--- src/rtl/single_source_shortest_paths_assert.svh ---
// Assertion macros for the shortest-path block.
// Expects clk_i and rst_ni in the scope of each use.
`ifndef SINGLE_SOURCE_SHORTEST_PATHS_ASSERT_SVH
`define SINGLE_SOURCE_SHORTEST_PATHS_ASSERT_SVH

// same-cycle implication
`define SSP_ASSERT_NOW(lbl, ante, cons) \
  lbl: assert property (@(posedge clk_i) disable iff (!rst_ni) (ante) |-> (cons)) \
    else $error("shortest path assertion failed");

// next-cycle implication
`define SSP_ASSERT_NEXT(lbl, ante, cons) \
  lbl: assert property (@(posedge clk_i) disable iff (!rst_ni) (ante) |=> (cons)) \
    else $error("shortest path assertion failed");

`endif

--- src/rtl/ssp_ram.sv ---
// Generic single-port-write, single-port-read RAM with registered read data.
// No dependencies.
`default_nettype none
module ssp_ram #(
  parameter int W  = 8,
  parameter int D  = 16,
  parameter int AW = $clog2(D)
) (
  input  wire logic          clk_i,
  input  wire logic          we_i,
  input  wire logic [AW-1:0] waddr_i,
  input  wire logic [W-1:0]  wdata_i,
  input  wire logic          re_i,
  input  wire logic [AW-1:0] raddr_i,
  output logic      [W-1:0]  rdata_o
);
  logic [W-1:0] mem_q [D];

  always_ff @(posedge clk_i) begin
    if (we_i) begin
      mem_q[waddr_i] <= wdata_i;
    end
    if (re_i) begin
      rdata_o <= mem_q[raddr_i];
    end
  end
endmodule
`default_nettype wire

--- config.mk ---
export PLATFORM = sky130hd
export DESIGN_NAME = ssp_ram
export DESIGN_NICKNAME = d
export VERILOG_FILES = /design/src/rtl/single_source_shortest_paths_assert.svh /design/src/rtl/ssp_ram.sv
export SDC_FILE = /design/constraint.sdc
export NUM_CORES = 1
export LEC_CHECK = 0
export BUFFER_PORTS_ARGS = -buffer_cell sky130_fd_sc_hd__buf_2
export CAP_MARGIN = 20
export CORE_MARGIN = 2
export CORE_UTILIZATION = 55
export DETAILED_ROUTE_END_ITERATION = 10
export PLACE_DENSITY = 0.73
export RECOVER_POWER = 50
export SYNTH_ARGS = -nofsm -noshare
export SYNTH_HDL_FRONTEND = slang
export SYNTH_SLANG_ARGS = --single-unit
export TNS_END_PERCENT = 5
--- constraint.sdc ---
create_clock -name clk_i -period 3.76 [get_ports clk_i]
set_clock_uncertainty 0.05 [all_clocks]
set_input_delay 0.188 -clock clk_i [delete_from_list [all_inputs] [get_ports clk_i]]
set_output_delay 0.188 -clock clk_i [all_outputs]
set_load 0.005 [all_outputs]
* After elaboration in Yosys (flattened, before gate mapping)
Memory sizes are Yosys's and may differ from the RTL's. A register that Yosys moved wholly into a read port is not among the register bits.
Index checks and enable logic that the tools add are counted.
** Storage, ports and cells
- Register bits after elaboration :: 0
- Logic and storage cells :: 3
- Memories kept :: 1
- Output and inout port bits :: 8
- Input port bits :: 19
- Memory bits (writable) :: 128
** Cells by class
- Muxes and demuxes :: 2
** Memory list
- mem_q :: words 16, bits a word 8, rd ports 1, clocked after memory_dff 1, wr ports 1, RTL line ssp_ram.sv:17 : logic [W-1:0] mem_q [D];
** Operators with widths (count)
- 1-bit two-way mux :: 2

* Longest topological paths before layout
- Word-level depth :: 2
- Gate-level depth with buffers :: 5
- Depth with buffers taken out :: 3

* Worst setup path before layout
OpenSTA, ideal clock, no wires.
- Path kind :: input -> register
- From :: input port waddr_i[2]
- To :: memory mem_q[0][0] (enable)
- Arrival :: 1.298 ns
- Slack :: 2.029 ns
- Cell stages on the path :: 2
- Required time :: 3.327 ns
- Cells stage by stage :: or3b_2 nor3_1
** RTL lines
- start: declaration :: RTL line ssp_ram.sv:11 : input wire logic [AW-1:0] waddr_i,
- end: declaration :: RTL line ssp_ram.sv:17
No word-level cell before the write port.

==> reports/results.ini <==
[setup_path]
startpoint=raddr_i[0]
path_max_fanout=17
start_kind=primary input
crit_type=primary input to flop
worstSetupEndpointType=flop
crit_arrival_ns=1.99
reg2reg_from=mem_q[0][5]$_DFFE_PP_
required_ns=3.97

[floorplanning]
row_count=35
fp.dieH_um=101.5
core-area_sq_um=9240
dieWidth_um=101.5
dieArea_sq_um=10300
initial_utilization_pct=56.57
io_pins=27

[logic_synthesis]
synth-compound-area-share_pct=2.298
synthSimpleGateAreaFrac_pct=3.135
yosysTopAreaCell=edfxtp_1
synth_top_area_share_pct=78.12
synth_top_family_by_area=multiplexers
synth_nets=248
yosys_warnings=0
ys_seq_area_share_pct=78.12
synth-adder-area-share_pct=0
synthDistinctLibCells=18
synth_mux_area_share_pct=14.79
synth_area_sq_um=5228
synthXorXnorAreaFrac_pct=0
ys_ff_latch=136
synth_area_leaders=edfxtp_1, mux4_2, mux4_1
synth.avg_cell_area_sq_um=22.83
syn_inst=229

[worst_hold_path]
hp-class=primary input to flop
hold_start=wdata_i[5]

[global_routing]
grt_pass1_wl_um=14740
grt-ovfl-total=0
grt_pass1_vias=2444
antenna_found_initial=0
grt_max_degree=33
grtUsageTotal_pct=21.01

[clock_network]
cts_setup_buffers=0
clkSinkCount=136
path_clk_slew_ns=0.06
cts_root_buf=clkbuf_8
clk_latency_ns=0.51
cts_tree=done
cts_buffer_depth=2
cts_buffers=17
cts_max_level=4

[route]
finalWirelength_um=9643
wire_per_inst_um=23.18
postRouteAntennaNets=0
vias=2475
drc=0
first_iter_violations=286
vias_per_cell=5.950
firstDrtPassIters=4

[layout]
drive_gt1_share_pct=24.39
instances_no_fill=416
nets=293
area_growth_pct=16.44
nFillCells=580
diodes=0

[timing]
relSlewSlack_pct=28.56
hold_viol=0
slew_viol_final=0
final.period_utilization_pct=47.36
clock.fmax_ghz=0.5615
worst_pin_slew_ns=1.068
holdWs_ns=0.1644
rsz0062_at_grt=no
setup_tns_ns=0
setup_viol=0
fin_crit_ns=1.781

[power_and_ir_drop]
powerDensity_nw_per_um2=561.5
p_leak_nw=1.984
fin_total_pwr_mw=3.418
vdd_drop_max_mv=0.3769

[place]
placedCellCount=377
hpwl_um=5780
gp_congestion=0.7319
io_buffers=26

[job]
maxCapViolCount=0

[run_status]
status=finished, final reports clean

## cell usage in the layout, fill, tap and decap left out, drive strengths merged
cell / Yosys / final
edfxtp: 136 / 136
mux4: 32 / 32
clkbuf: 0 / 28
buf: 7 / 19
a22oi: 16 / 16
nor2: 13 / 13
nand2: 9 / 9
clkinvlp: 0 / 6
dlygate4sd3: 0 / 6
clkinv: 0 / 5
nor3: 4 / 4
nand3b: 2 / 2
nand2b: 2 / 2
bufinv: 0 / 2
inv: 0 / 2
nor2b: 1 / 1
and2: 1 / 1
and2b: 1 / 1
nand3: 1 / 1
or3b: 1 / 1
## worst max-delay path: stages
cell and delay (ns):
buf_2 0.42, buf_4 0.41, mux4_1 0.60, a22oi_1 0.27
nand2_1 0.08
## Yosys cell counts
cell type and number:
buf_6 3, or3b_2 1, nand3b_1 2, and2_1 1
clkdlybuf4s25_2 3, nand2b_1 2, nand2_1 9, nor2b_1 1
buf_2 3, mux4_1 14, edfxtp_1 136, nor3_1 4
mux4_2 18, and2b_1 1, nor2_1 13, nand3_1 1
buf_4 1, a22oi_1 16
## path summary, 6_finish.rpt
| check | endpoint | slack (ns) | depth (start not counted) |
|---|---|---|---|
| setup reg to reg | rdata_o[5]$_DFFE_PP_ | 2.25 | 3 |
| setup / recovery | rdata_o[5]$_DFFE_PP_ | 1.98 | 5 |
| hold reg to reg | rdata_o[4]$_DFFE_PP_ | 0.70 | 3 |
| hold / removal | mem_q[7][5]$_DFFE_PP_ | 0.16 | 1 |
## cell type report
cell class              instances  area (sq um)  share of cell area [%]
flip-flops and latches        136          4084                   67.09
multi-input cells              83          1067                   17.53
clock buffers                  17         414.1                   6.804
repair buffers                 36         207.7                   3.412
well taps                     129         161.4                   2.652
clock inverters                15         152.6                   2.508
## cell families (layout without fill, tap and decap cells)
kind of cell | Yosys count | in the layout
AOI/OAI and AO/OA | 16 | 16
and+or+nand+nor | 35 | 35
buffers and inverters | 10 | 68
muxes | 32 | 32
DFF | 136 | 136
## metal layers
metal  share of wire [%]  wire (um)  vias up  GRT usage, %
li1                    -          -     1072             -
met1                  43       4112     1276         30.97
met2                  48       4641      110         30.41
met3                 7.5        719       17         5.107
met4                 1.8        169        0         9.563
met5                   0          0        -             0
## metrics by stage
step | instance area, sq um | setup slack [ns] | util (%)
final | 6087 | 1.979 | 65.88
after CTS | 6092 | 1.946 | 65.93
after global routing | 6087 | 1.837 | 65.88
after detailed placement | 5465 | 1.427 | 59.15
after global placement | 5465 | 1.482 | 59.15
after floorplan | 5228 | 2.029 | -
## power breakdown
group / internal (mW) / switching (mW) / total (mW)
clock: 0.941 / 0.610 / 1.55
sequential: 1.71 / 0.00791 / 1.72
combinational: 0.0624 / 0.0874 / 0.150
## flip-flops by register name, indices dropped and copies added, names as in the netlist
signal,flops
mem_q,128
rdata_o,8
## timing repair
action | CTS | global route
hold buffers | 6 | 0
gates resized for setup | 0 | 0
hold endpoints to repair | 78 | 0
setup endpoints to repair | 0 | 0
Power figures use the tool's default switching activity.
